--- src/design/asdu_cp_pkg.sv ---
// Package for the ASDU command parser: transaction payload types, byte phase
// codes, supported type identifications and type classification helpers.
// No dependencies.
package asdu_cp_pkg;

   // Input transaction: one ASDU byte and its start-of-unit flag
   typedef struct packed {
      logic [7:0] byte_in;
      logic       frame_start;
   } req_payload_type;

   // Result transaction: one parsed information object or an error report
   typedef struct packed {
      logic [7:0]  type_ident;
      logic [5:0]  cause_code;
      logic        confirm_bit;
      logic        test_bit;
      logic [7:0]  originator;
      logic [15:0] common_address;
      logic [23:0] object_address;
      logic [7:0]  element_byte;
      logic [55:0] time_tag;
      logic        status;
      logic        last_object;
   } rsp_payload_type;

   // Parser to output register: result strobe plus payload
   typedef struct packed {
      logic            emit;
      rsp_payload_type data;
   } result_type;

   // Byte phases; the seventh time byte shares its code with idle
   localparam logic [3:0] PH_TIME7 = 4'd0;
   localparam logic [3:0] PH_COUNT = 4'd1;
   localparam logic [3:0] PH_CAUSE = 4'd2;
   localparam logic [3:0] PH_ORIG  = 4'd3;
   localparam logic [3:0] PH_CA_LO = 4'd4;
   localparam logic [3:0] PH_CA_HI = 4'd5;
   localparam logic [3:0] PH_IOA0  = 4'd6;
   localparam logic [3:0] PH_IOA1  = 4'd7;
   localparam logic [3:0] PH_IOA2  = 4'd8;
   localparam logic [3:0] PH_ELEM  = 4'd9;
   localparam logic [3:0] PH_TIME1 = 4'd10;

   // Status codes
   localparam logic STATUS_OK      = 1'b0;
   localparam logic STATUS_BADTYPE = 1'b1;

   // Supported command type identifications
   localparam logic [7:0] TYPE_SC_NA = 8'd45;
   localparam logic [7:0] TYPE_DC_NA = 8'd46;
   localparam logic [7:0] TYPE_SC_TA = 8'd58;
   localparam logic [7:0] TYPE_DC_TA = 8'd59;
   localparam logic [7:0] TYPE_IC_NA = 8'd100;
   localparam logic [7:0] TYPE_CI_NA = 8'd101;
   localparam logic [7:0] TYPE_CS_NA = 8'd103;

   function automatic logic type_has_element(input logic [7:0] t);
      return (t == TYPE_SC_NA) || (t == TYPE_DC_NA) || (t == TYPE_SC_TA) ||
             (t == TYPE_DC_TA) || (t == TYPE_IC_NA) || (t == TYPE_CI_NA);
   endfunction

   function automatic logic type_has_time(input logic [7:0] t);
      return (t == TYPE_SC_TA) || (t == TYPE_DC_TA) || (t == TYPE_CS_NA);
   endfunction

endpackage

--- src/design/asdu_cp_parse.sv ---
// Byte-phase parser: header and object field registers, phase sequencing
// and result formation. Depends on asdu_cp_pkg.
module asdu_cp_parse
   import asdu_cp_pkg::*;
(
   input  logic            clock,
   input  logic            reset,
   input  logic            step,
   input  req_payload_type item,
   output result_type      res
);

   logic [3:0]  phase_ff,   phase_in;
   logic        idle_ff,    idle_in;
   logic [6:0]  done_ff,    done_in;
   logic [6:0]  count_ff,   count_in;
   logic        seq_ff,     seq_in;
   logic [7:0]  type_ff,    type_in;
   logic [7:0]  cause_ff,   cause_in;
   logic [7:0]  orig_ff,    orig_in;
   logic [15:0] common_ff,  common_in;
   logic [23:0] first_ff,   first_in;
   logic [23:0] addr_ff,    addr_in;
   logic [7:0]  elem_ff,    elem_in;
   logic [55:0] time_ff,    time_in;

   logic        finish;
   logic        badtype;
   logic        last;
   logic [6:0]  done_inc;
   logic [3:0]  body_phase;
   logic [7:0]  b;

   assign b          = item.byte_in;
   assign done_inc   = done_ff + 7'd1;
   assign body_phase = type_has_element(type_ff) ? PH_ELEM : PH_TIME1;

   // Next state for one accepted byte
   always_comb begin
      phase_in  = phase_ff;
      idle_in   = idle_ff;
      done_in   = done_ff;
      count_in  = count_ff;
      seq_in    = seq_ff;
      type_in   = type_ff;
      cause_in  = cause_ff;
      orig_in   = orig_ff;
      common_in = common_ff;
      first_in  = first_ff;
      addr_in   = addr_ff;
      elem_in   = elem_ff;
      time_in   = time_ff;
      finish    = 1'b0;
      badtype   = 1'b0;
      last      = 1'b0;
      if (step) begin
         if (item.frame_start) begin
            type_in  = b;
            done_in  = '0;
            idle_in  = 1'b0;
            phase_in = PH_COUNT;
         end else if (!idle_ff) begin
            unique case (phase_ff)
               PH_COUNT: begin
                  count_in = b[6:0];
                  seq_in   = b[7];
                  phase_in = PH_CAUSE;
               end
               PH_CAUSE: begin
                  cause_in = b;
                  phase_in = PH_ORIG;
               end
               PH_ORIG: begin
                  orig_in  = b;
                  phase_in = PH_CA_LO;
               end
               PH_CA_LO: begin
                  common_in = {8'd0, b};
                  phase_in  = PH_CA_HI;
               end
               PH_CA_HI: begin
                  common_in = {b, common_ff[7:0]};
                  if (count_ff == 7'd0) begin
                     idle_in  = 1'b1;
                     phase_in = PH_TIME7;
                  end else if (!(type_has_element(type_ff) || type_has_time(type_ff))) begin
                     badtype  = 1'b1;
                     idle_in  = 1'b1;
                     phase_in = PH_TIME7;
                  end else begin
                     phase_in = PH_IOA0;
                  end
               end
               PH_IOA0: begin
                  addr_in  = {16'd0, b};
                  phase_in = PH_IOA1;
               end
               PH_IOA1: begin
                  addr_in  = {8'd0, b, addr_ff[7:0]};
                  phase_in = PH_IOA2;
               end
               PH_IOA2: begin
                  addr_in = {b, addr_ff[15:0]};
                  if (done_ff == 7'd0) begin
                     first_in = {b, addr_ff[15:0]};
                  end
                  phase_in = body_phase;
               end
               PH_ELEM: begin
                  elem_in = b;
                  if (type_has_time(type_ff)) begin
                     phase_in = PH_TIME1;
                  end else begin
                     finish = 1'b1;
                  end
               end
               default: begin
                  // time bytes: first received ends up least significant
                  time_in = {b, time_ff[55:8]};
                  if (phase_ff == PH_TIME7) begin
                     finish = 1'b1;
                  end else begin
                     phase_in = phase_ff + 4'd1;
                  end
               end
            endcase

            // object complete: count it and pick the next phase
            if (finish) begin
               done_in = done_inc;
               last    = (done_inc == count_ff);
               if (last) begin
                  idle_in  = 1'b1;
                  phase_in = PH_TIME7;
               end else if (seq_ff) begin
                  addr_in  = first_ff;
                  phase_in = body_phase;
               end else begin
                  phase_in = PH_IOA0;
               end
            end
         end
      end
   end

   // Result formation
   always_comb begin
      res.emit                = finish || badtype;
      res.data.type_ident     = type_ff;
      res.data.cause_code     = cause_ff[5:0];
      res.data.confirm_bit    = cause_ff[6];
      res.data.test_bit       = cause_ff[7];
      res.data.originator     = orig_ff;
      res.data.common_address = common_in;
      if (badtype) begin
         res.data.object_address = '0;
         res.data.element_byte   = '0;
         res.data.time_tag       = '0;
         res.data.status         = STATUS_BADTYPE;
         res.data.last_object    = 1'b1;
      end else begin
         res.data.object_address = addr_in;
         res.data.element_byte   = type_has_element(type_ff) ? elem_in : 8'd0;
         res.data.time_tag       = type_has_time(type_ff) ? time_in : 56'd0;
         res.data.status         = STATUS_OK;
         res.data.last_object    = last;
      end
   end

   // Control state
   always_ff @(posedge clock) begin
      if (reset) begin
         phase_ff <= PH_TIME7;
         idle_ff  <= 1'b1;
         done_ff  <= '0;
         count_ff <= '0;
      end else begin
         phase_ff <= phase_in;
         idle_ff  <= idle_in;
         done_ff  <= done_in;
         count_ff <= count_in;
      end
   end

   // Field registers
   always_ff @(posedge clock) begin
      seq_ff    <= seq_in;
      type_ff   <= type_in;
      cause_ff  <= cause_in;
      orig_ff   <= orig_in;
      common_ff <= common_in;
      first_ff  <= first_in;
      addr_ff   <= addr_in;
      elem_ff   <= elem_in;
      time_ff   <= time_in;
   end

   // Idle always parks the phase at its rest code
   a_idle_phase: assert property (@(posedge clock) disable iff (reset)
      idle_ff |-> (phase_ff == PH_TIME7))
      else $error("idle with a live byte phase");

   // Results only come from an accepted byte of a live unit
   a_emit_live: assert property (@(posedge clock) disable iff (reset)
      res.emit |-> (step && !idle_ff && !item.frame_start))
      else $error("result without a live unit");

   // Object counter never passes the header count
   a_done_bound: assert property (@(posedge clock) disable iff (reset)
      done_ff <= count_ff)
      else $error("object counter overran header count");

   // An error report always closes the unit
   a_err_last: assert property (@(posedge clock) disable iff (reset)
      (res.emit && res.data.status == STATUS_BADTYPE) |-> res.data.last_object)
      else $error("error result not marked last");

endmodule

--- src/design/asdu_cp_out_reg.sv ---
// Result register: holds one finished transaction until the consumer takes it.
// Depends on asdu_cp_pkg.
module asdu_cp_out_reg
   import asdu_cp_pkg::*;
(
   input  logic            clock,
   input  logic            reset,
   input  result_type      res,
   input  logic            rsp_stall,
   output logic            rsp_valid,
   output rsp_payload_type rsp_payload
);

   logic            valid_ff, valid_in;
   rsp_payload_type data_ff;

   // load wins; the parser only fires when the slot is free or draining
   always_comb begin
      valid_in = valid_ff;
      if (res.emit) begin
         valid_in = 1'b1;
      end else if (valid_ff && !rsp_stall) begin
         valid_in = 1'b0;
      end
   end

   always_ff @(posedge clock) begin
      if (reset) begin
         valid_ff <= 1'b0;
      end else begin
         valid_ff <= valid_in;
      end
   end

   always_ff @(posedge clock) begin
      if (res.emit) begin
         data_ff <= res.data;
      end
   end

   assign rsp_valid   = valid_ff;
   assign rsp_payload = data_ff;

endmodule

--- src/design/asdu_command_parser.sv ---
// Byte-serial IEC 104 command ASDU parser, top level.
// Throughput: one byte per cycle, sustained, while results are taken.
// A result becomes valid once the byte that completes it has passed the input
// register and then the result register.
// Reset (synchronous, active high): parser idle, waiting for a start byte;
// input and result registers empty.
module asdu_command_parser
   import asdu_cp_pkg::*;
(
   input  logic            clock,
   input  logic            reset,
   input  logic            req_valid,
   output logic            req_stall,
   input  req_payload_type req_payload,
   output logic            rsp_valid,
   input  logic            rsp_stall,
   output rsp_payload_type rsp_payload
);

   logic            in_valid_ff, in_valid_in;
   req_payload_type in_data_ff;
   logic            advance;
   logic            req_take;
   result_type      res;

   // Byte moves into the parser when the result slot can take a transaction
   assign advance   = in_valid_ff && (!rsp_valid || !rsp_stall);
   assign req_stall = in_valid_ff && !advance;
   assign req_take  = req_valid && !req_stall;

   always_comb begin
      in_valid_in = in_valid_ff;
      if (req_take) begin
         in_valid_in = 1'b1;
      end else if (advance) begin
         in_valid_in = 1'b0;
      end
   end

   always_ff @(posedge clock) begin
      if (reset) begin
         in_valid_ff <= 1'b0;
      end else begin
         in_valid_ff <= in_valid_in;
      end
   end

   always_ff @(posedge clock) begin
      if (req_take) begin
         in_data_ff <= req_payload;
      end
   end

   asdu_cp_parse u_parse (
      .clock (clock),
      .reset (reset),
      .step  (advance),
      .item  (in_data_ff),
      .res   (res)
   );

   asdu_cp_out_reg u_out (
      .clock       (clock),
      .reset       (reset),
      .res         (res),
      .rsp_stall   (rsp_stall),
      .rsp_valid   (rsp_valid),
      .rsp_payload (rsp_payload)
   );

   // A held result never gets overwritten by a new one
   a_no_overwrite: assert property (@(posedge clock) disable iff (reset)
      (rsp_valid && rsp_stall) |-> !res.emit)
      else $error("result overwritten while stalled");

endmodule
--- config.mk ---
export PLATFORM = sky130hd
export DESIGN_NAME = asdu_command_parser
export DESIGN_NICKNAME = d
export VERILOG_FILES = /design/src/design/asdu_cp_pkg.sv /design/src/design/asdu_cp_parse.sv /design/src/design/asdu_cp_out_reg.sv /design/src/design/asdu_command_parser.sv
export SDC_FILE = /design/constraint.sdc
export NUM_CORES = 1
export LEC_CHECK = 0
export BUFFER_PORTS_ARGS = -buffer_cell sky130_fd_sc_hd__buf_2
export CELL_PAD_IN_SITES_DETAIL_PLACEMENT = 2
export CELL_PAD_IN_SITES_GLOBAL_PLACEMENT = 2
export CORE_MARGIN = 2
export CORE_UTILIZATION = 30
export DETAILED_ROUTE_END_ITERATION = 16
export PLACE_DENSITY = 0.62
export RECOVER_POWER = 50
export SLEW_MARGIN = 25
export SYNTH_ARGS = -nofsm -noshare
export SYNTH_HDL_FRONTEND = slang
export SYNTH_HIERARCHICAL = 1
export SYNTH_SLANG_ARGS = --single-unit
--- constraint.sdc ---
create_clock -name clock -period 33.6 [get_ports clock]
set_input_delay 1.68 -clock clock [delete_from_list [all_inputs] [get_ports clock]]
set_output_delay 1.68 -clock clock [all_outputs]
set_load 0.05 [all_outputs]
==> impl_metrics.csv, run 1 <==
group,metric,value,unit
run_status,outcome,"complete, but fails checks",
run_status,violations,"max-capacitance violations, max-slew violations",
floorplanning,io_pins,145,
detailed_routing,drtAntennaViolNets,0,
detailed_routing,first_pass_iters,4,
timing,slew_headroom,-95.6,%
global_route,grt_pass1_vias,7790,
setup_path,critPathRequiredTime,33.79,ns
floorplanning,dieHeight,202,µm
global_route,grt_overflow,0,
finish,antenna_cells,0,
hold_path,worstHoldPathType,"reg -> reg",
timing,hold_violations,0,
synth,synth.distinct_cells,61,
detailed_routing,drtIter0Drc,311,
setup_path,path_cells,"clkbuf_1 > a21boi_0 > clkinv_1 > or3_2 > clkbuf_1 > nor2_2 > nand3b_2 > o21ai_4 > buf_4 > buf_4 > buf_16",
finish,layout_common_cells,"edfxtp_1 (188), clkbuf_1 (149), dfxtp_1 (125), o21a_1 (57), mux2_2 (53)",
synth,synthFlopType,"edfxtp_1",
floorplanning,rows,72,
synth,ys_async_sr_fraction,0,%
synth,syn_area,11800,µm²
setup_path,crit_path_max_fanout,56,
setup_path,arrival,6.72,ns
synth,synth_edf_count,188,
setup_path,end_kind,"flip-flop",
setup_path,cpPeakStageDelay,0.97,ns
detailed_routing,drc_errors,0,
timing,hold_slack,0.420,ns
power,irDropWorstVdd,0.0000337,V
run,max_cap_violations,4,
timing,worst_slew_pin_slew,2.93,ns
global_route,grt_max_degree,59,
setup_path,worst-setup-path-type,"in -> reg",
detailed_routing,dr_total_vias,7323,
finish,area_delta_synth_final,19.2,%
timing,rsz0062_at_grt,"no",
global_route,grt_util_all_layers,15.3,%
setup_path,critPathLaunchType,"input pin",
power,p_per_area,62.5,nW/µm²
synth,yosys_warnings,6,
detailed_routing,wl_per_cell,20.7,µm
finish,fillers,4070,
placement,gp_congestion,0.766,
timing,fin_tns_setup,0,ns
cts,hold_buffers,0,
timing,timing.final.crit_share,19.4,%
floorplanning,core,38700,µm²
power,power.leakage,0.00505,µW
cts,cts_made_buffers,36,
synth,avgSynthCellArea,14.1,µm²
detailed_routing,routed_wl,31600,µm
finish,multi_input_area,3350,µm²
timing,fin_skew,0.0194,ns
setup_path,cpMaxStageDelayCell,"clkbuf_1",
timing,max_freq,0.153,GHz
cts,cts_repair_resize_count,0,
cts,cts_root_buf,"clkbuf_16",
global_route,antenna_found_initial,0,
cts,postCtsSetupBuffers,0,
cts,clock_path_buffers,3,
synth,synth_seq_area_share,69.0,%
cts,path_clk_slew,0.06,ns
finish,layout-drive-gt1-share,14.0,%
finish,nets,997,
cts,clock_sinks,313,
cts,h-tree-depth,2,
synth,ys_ff_latch,313,
finish,mostFrequentLayoutCell,"edfxtp_1",
timing,fin_crit,6.53,ns
synth,synthCells,839,
synth,synth_nets,858,
placement,hpwl,19800,µm
floorplanning,die_area,40900,µm²
global_route,grt_pass1_wl,48100,µm
cts,cts_tree,"built",
floorplanning,die_x,202,µm
cts,clk_latency,0.52,ns
floorplanning,start_util,30.5,%
placement,placement.io_buffers,144,
finish,register_area,8150,µm²
detailed_routing,vias_per_cell,4.81,
timing,setup_viol,0,
timing,drv_slew,176,
[final timing paths]
kind / to / from / depth (start not counted) / slack [ns]
max: u_out/rsp_payload[86]$_DFFE_PP_ / rsp_stall / 11 / 27.07
min: u_out/rsp_payload[114]$_DFFE_PP_ / u_parse/cause_ff[7]$_DFFE_PP_ / 0 / 0.42
max reg2reg: u_out/rsp_payload[78]$_DFFE_PP_ / u_parse/type_ff[7]$_DFFE_PP_ / 8 / 27.65
min reg2reg: u_out/rsp_payload[114]$_DFFE_PP_ / u_parse/cause_ff[7]$_DFFE_PP_ / 0 / 0.42
[cell families (layout without fill, tap and decap cells)]
logic type / Yosys count / after routing / synth area share, %
XOR/XNOR: 11 / 11 / 0.816
AND/OR/NAND/NOR: 152 / 152 / 6.75
adder cells (fa/ha/maj): 6 / 6 / 0.636
multiplexers: 87 / 87 / 8.06
AO/OA/AOI/OAI: 206 / 206 / 12.1
buffers and inverters: 64 / 231 / 2.65
flip-flops: 313 / 313 / 69.0
[layer usage]
metal / track usage, % / wire (µm) / vias to the layer above
met5: 0 / 0 / -
met4: 3.57 / 466 / 0
met3: 2.90 / 1540 / 31
met2: 25.2 / 14900 / 166
met1: 20.9 / 14700 / 3702
li1: - / - / 3424
[cell usage after synthesis (3+ instances only)]
master    instances  area [µm²]
dfxtp_1         125        2500
o21a_1           57         428
nor2_1           32         120
mux2_1           11         124
and2_1           18         113
xnor2_1           6        52.6
a21oi_1          19        95.1
nor2_2            3        18.8
xor2_1            5        43.8
nor2b_1           5        31.3
buf_2            15        75.1
and3b_1           3        26.3
mux2i_1          23         230
o21ai_1          41         205
a22oi_1           4        30.0
clkbuf_1         26        97.6
nor3_1           11        55.1
mux2_2           53         597
a211oi_1          7        52.6
nand2b_1          5        31.3
nand2_1          44         165
edfxtp_1        188        5650
inv_1            10        37.5
buf_1             3        11.3
nor4_1            3        18.8
a31oi_1           9        56.3
nand3_1           7        35.0
and3_1            4        25.0
a22o_1           32         280
buf_6             6        67.6
ha_1              6        75.1
o21ai_0          16        80.1
or3_1             3        18.8
[worst max-delay path: cells and delay by family]
family | cells | cell delay, ns
compound gates | 2 | 0.87
buf+inv | 6 | 2.64
simple gates | 3 | 1.45
[cell type report]
type	instances	area share (%)
flip-flops and latches	313	57.9
multi-input cells	462	23.8
clock buffers	50	7.15
well taps	518	4.61
repair buffers	154	4.48
clock inverters	16	1.73
inverters	11	0.293
[where the power goes]
part | switching (µW) | internal (µW) | leakage (µW)
logic | 22.5 | 14.4 | 0.00159
registers | 11.8 | 419 | 0.00285
clock network | 156 | 256 | 0.000609
[sequential cells by signal (all words and copies together) (netlist names)]
signal and flops:
u_parse/phase_ff 4, u_out/rsp_payload 130, u_parse/cause_ff 8, in_valid_ff 1, in_data_ff 9, u_parse/addr_ff 24
u_parse/done_ff 7, u_parse/type_ff 8, u_out/rsp_valid 1, u_parse/count_ff 7, u_parse/time_ff 56, u_parse/orig_ff 8
u_parse/seq_ff 1, u_parse/common_ff 16, u_parse/elem_ff 8, u_parse/first_ff 24, u_parse/idle_ff 1
[stage by stage]
step | area, µm² | util (%) | instances | power [µW] | setup slack, ns
2_1_floorplan | 11800 | - | 839 | 461 | 20.78
4_1_cts | 14300 | 36.9 | 1524 | 893 | 28.12
3_3_place_gp | 13000 | 33.6 | 1457 | 474 | 27.53
6_report | 14100 | 36.3 | 1524 | 879 | 27.07
5_1_grt | 14100 | 36.3 | 1524 | 913 | 26.61
3_5_place_dp | 13000 | 33.7 | 1458 | 477 | 27.57
Note: power is estimated with default switching activity, not from simulation.
==> inputs of run 2 (changes only) <==
Settings changed: ABC_AREA set to 1, PLACE_DENSITY 0.62 to 0.69.
Clock period 33.6 ns to 5.9 ns, I/O delays scaled along.
==> run 2 against run 1 <==
  * The run still ends with max-capacitance violations, max-slew violations left
  * Clock skew increased by 0.0032 ns
  * Routed wire length increased by 13%
  * Count of clock-buffer cells in the layout increased by 1
  * Critical path type is now reg -> reg
==> impl_metrics.csv, run 2 <==
group,metric,value,unit
setup_path,critPathRequiredTime,6.05,ns
placement,placement.io_buffers,144,
timing,rsz0062_at_grt,"no",
cts,hold_buffers,9,
synth,synth_most_common_cell,"nand2_1",
timing,fin_crit,4.57,ns
cts,cts_root_buf,"clkbuf_16",
global_route,grt_util_all_layers,16.4,%
synth,synth_seq_area_share,65.4,%
timing,fin_skew,0.0226,ns
run,max_cap_violations,3,
placement,preCtsSetupSlack,2.23,ns
timing,slew_headroom,-34.2,%
finish,layout_common_cells,"nand2_1 (226), edfxtp_1 (188), inv_1 (178), clkbuf_1 (148), dfxtp_1 (125)",
synth,ys_async_sr_fraction,0,%
synth,yosysTopAreaCell,"edfxtp_1",
timing,hold_slack,0.0307,ns
synth,syn_area,12500,µm²
cts,cts_tree,"built",
floorplanning,die_area,43200,µm²
power,power.leakage,0.00590,µW
detailed_routing,first_pass_iters,4,
synth,synth_top_area_share,45.3,%
floorplanning,die_x,208,µm
global_route,grt_max_degree,70,
finish,nets,1343,
timing,max_freq,0.219,GHz
synth,synthCells,1172,
detailed_routing,dr_total_vias,8913,
floorplanning,dieHeight,208,µm
global_route,grt_pass1_vias,9540,
floorplanning,start_util,30.4,%
timing,worst_slew_pin_slew,2.01,ns
synth,synth.distinct_cells,36,
placement,hpwl,23500,µm
synth,ys_top_cells_by_count,"nand2_1 (227), edfxtp_1 (188), inv_1 (179)",
detailed_routing,routed_wl,35800,µm
timing,finalWorstSetupSlack,1.33,ns
setup_path,critPathLaunchType,"flip-flop",
timing,hold_violations,0,
hold_path,holdPathEnd,"in_valid_ff$_SDFFE_PP0P_",
timing,drv_slew,64,
synth,synthFlopType,"edfxtp_1",
synth,synth_edf_count,188,
floorplanning,rows,74,
synth,synth_nets,1191,
power,irDropWorstVdd,0.000180,V
finish,mostFrequentLayoutCell,"nand2_1",
finish,layout-drive-gt1-share,9.54,%
hold_path,worstHoldPathType,"in -> reg",
synth,ys_ff_latch,313,
setup_path,rr_startpoint,"u_parse/phase_ff[0]$_SDFFE_PP0P_",
detailed_routing,wl_per_cell,19.0,µm
detailed_routing,vias_per_cell,4.73,
synth,avgSynthCellArea,10.6,µm²
power,p_per_area,337,nW/µm²
cts,clk_latency,0.53,ns
run_status,violations,"max-capacitance violations, max-slew violations",
hold_path,min_from,"req_valid",
finish,area_delta_synth_final,17.6,%
timing,setup_viol,0,
finish,antenna_cells,0,
cts,clock_sinks,313,
synth,yosys-top-cells-area,"edfxtp_1 (45%), dfxtp_1 (20%), nand2_1 (6.8%)",
cts,cts_made_buffers,36,
placement,gp_congestion,0.760,
setup_path,end_kind,"flip-flop",
cts,postCtsSetupBuffers,0,
cts,clock_path_buffers,3,
power,total_power,4940,µW
cts,path_clk_slew,0.06,ns
setup_path,arrival,4.72,ns
detailed_routing,drc_errors,0,
timing,fin_tns_setup,0,ns
setup_path,crit_path_max_fanout,49,
cts,h-tree-depth,2,
setup_path,r2r_slack,1.33,ns
global_route,grt_overflow,0,
detailed_routing,drtIter0Drc,432,
setup_path,worst-setup-path-type,"reg -> reg",
setup_path,r2r_end,"u_out/rsp_payload[19]$_DFFE_PP_",
run_status,outcome,"complete, but fails checks",
global_route,antenna_found_initial,0,
finish,largest_reg_flops,130,
detailed_routing,drtAntennaViolNets,0,
synth,yosys_warnings,6,
floorplanning,core,40900,µm²
floorplanning,io_pins,145,
global_route,grt_pass1_wl,55600,µm
hold_path,hold_depth,3,
setup_path,reg2reg_depth,9,
timing,timing.final.crit_share,77.4,%
cts,cts_repair_resize_count,0,
[run 2: changes by cell type in the layout (fill, tap and decap cells not counted), moves of 51 or more]
cell     delta
a21oi_1    +78
nand3_1    +60
nand2_1   +182
inv_1     +168
o21a_1     -57
mux2_2     -51
[run 2: through the flow]
| stage | utilization [%] | instances | cell area (µm²) |
|---|---|---|---|
| 2_1_floorplan | - | 1172 | 12500 |
| 3_3_place_gp | 33.4 | 1809 | 13700 |
| 3_5_place_dp | 33.4 | 1809 | 13700 |
| 4_1_cts | 36.3 | 1884 | 14800 |
| 5_1_grt | 35.8 | 1884 | 14600 |
| 6_report | 35.8 | 1884 | 14600 |
[run 2: layer usage]
metal / vias to the layer above / GRT usage, % / routed length, µm
met5: - / 0 / 0
met4: 0 / 4.01 / 580
met3: 42 / 2.74 / 1610
met2: 169 / 28.1 / 17500
met1: 4436 / 21.7 / 16100
li1: 4266 / - / -
[run 2: power by group]
group | switching [µW] | internal (µW)
clock network | 873 | 1190
registers | 71.9 | 2430
logic | 255 | 120
total | 1200 | 3740
[run 2: how the worst max path moves through the flow]
stage                                           startpoint                         endpoint  slack (ns)  cells past startpoint
final                     u_parse/phase_ff[0]$_SDFFE_PP0P_  u_out/rsp_payload[19]$_DFFE_PP_        1.33                      9
after global routing      u_parse/phase_ff[1]$_SDFFE_PP0P_  u_out/rsp_payload[19]$_DFFE_PP_        0.97                     10
after CTS                 u_parse/phase_ff[0]$_SDFFE_PP0P_  u_out/rsp_payload[12]$_DFFE_PP_        2.17                      9
after detailed placement  u_parse/phase_ff[0]$_SDFFE_PP0P_  u_out/rsp_payload[36]$_DFFE_PP_        2.23                      9
after global placement    u_parse/phase_ff[0]$_SDFFE_PP0P_  u_out/rsp_payload[30]$_DFFE_PP_        2.33                      9
after floorplan               u_out/rsp_valid$_SDFFE_PP0P_     u_out/rsp_valid$_SDFFE_PP0P_        0.75                     10
[run 2: cell type report]
class | instances | area (µm²)
clock inverters | 15 | 87.6
multi-input cells | 620 | 3300
inverters | 187 | 703
well taps | 532 | 666
fillers | 4479 | 26300
flip-flops and latches | 313 | 8150
repair buffers | 166 | 741
clock buffers | 51 | 998
[run 2: kinds of logic (layout without fill, tap and decap cells)]
family	after synthesis	in the layout	share of synthesized area, %
flops	313	313	65.4
fa+ha+maj	6	6	0.603
compound gates	217	217	11.0
xor+xnor	4	4	0.281
mux	7	7	0.633
buf+inv	239	419	8.03
simple gates	386	386	14.0
[run 2: worst max-delay path, cell delays in order (launching register included)]
cell and delay [ns]:
dfxtp_1 0.42, ha_1 0.47, inv_1 0.10, nor2_2 0.25
nand2_1 0.13, nor3_2 0.19, clkbuf_1 1.10, inv_1 0.26
nand2_4 0.68, buf_4 0.55
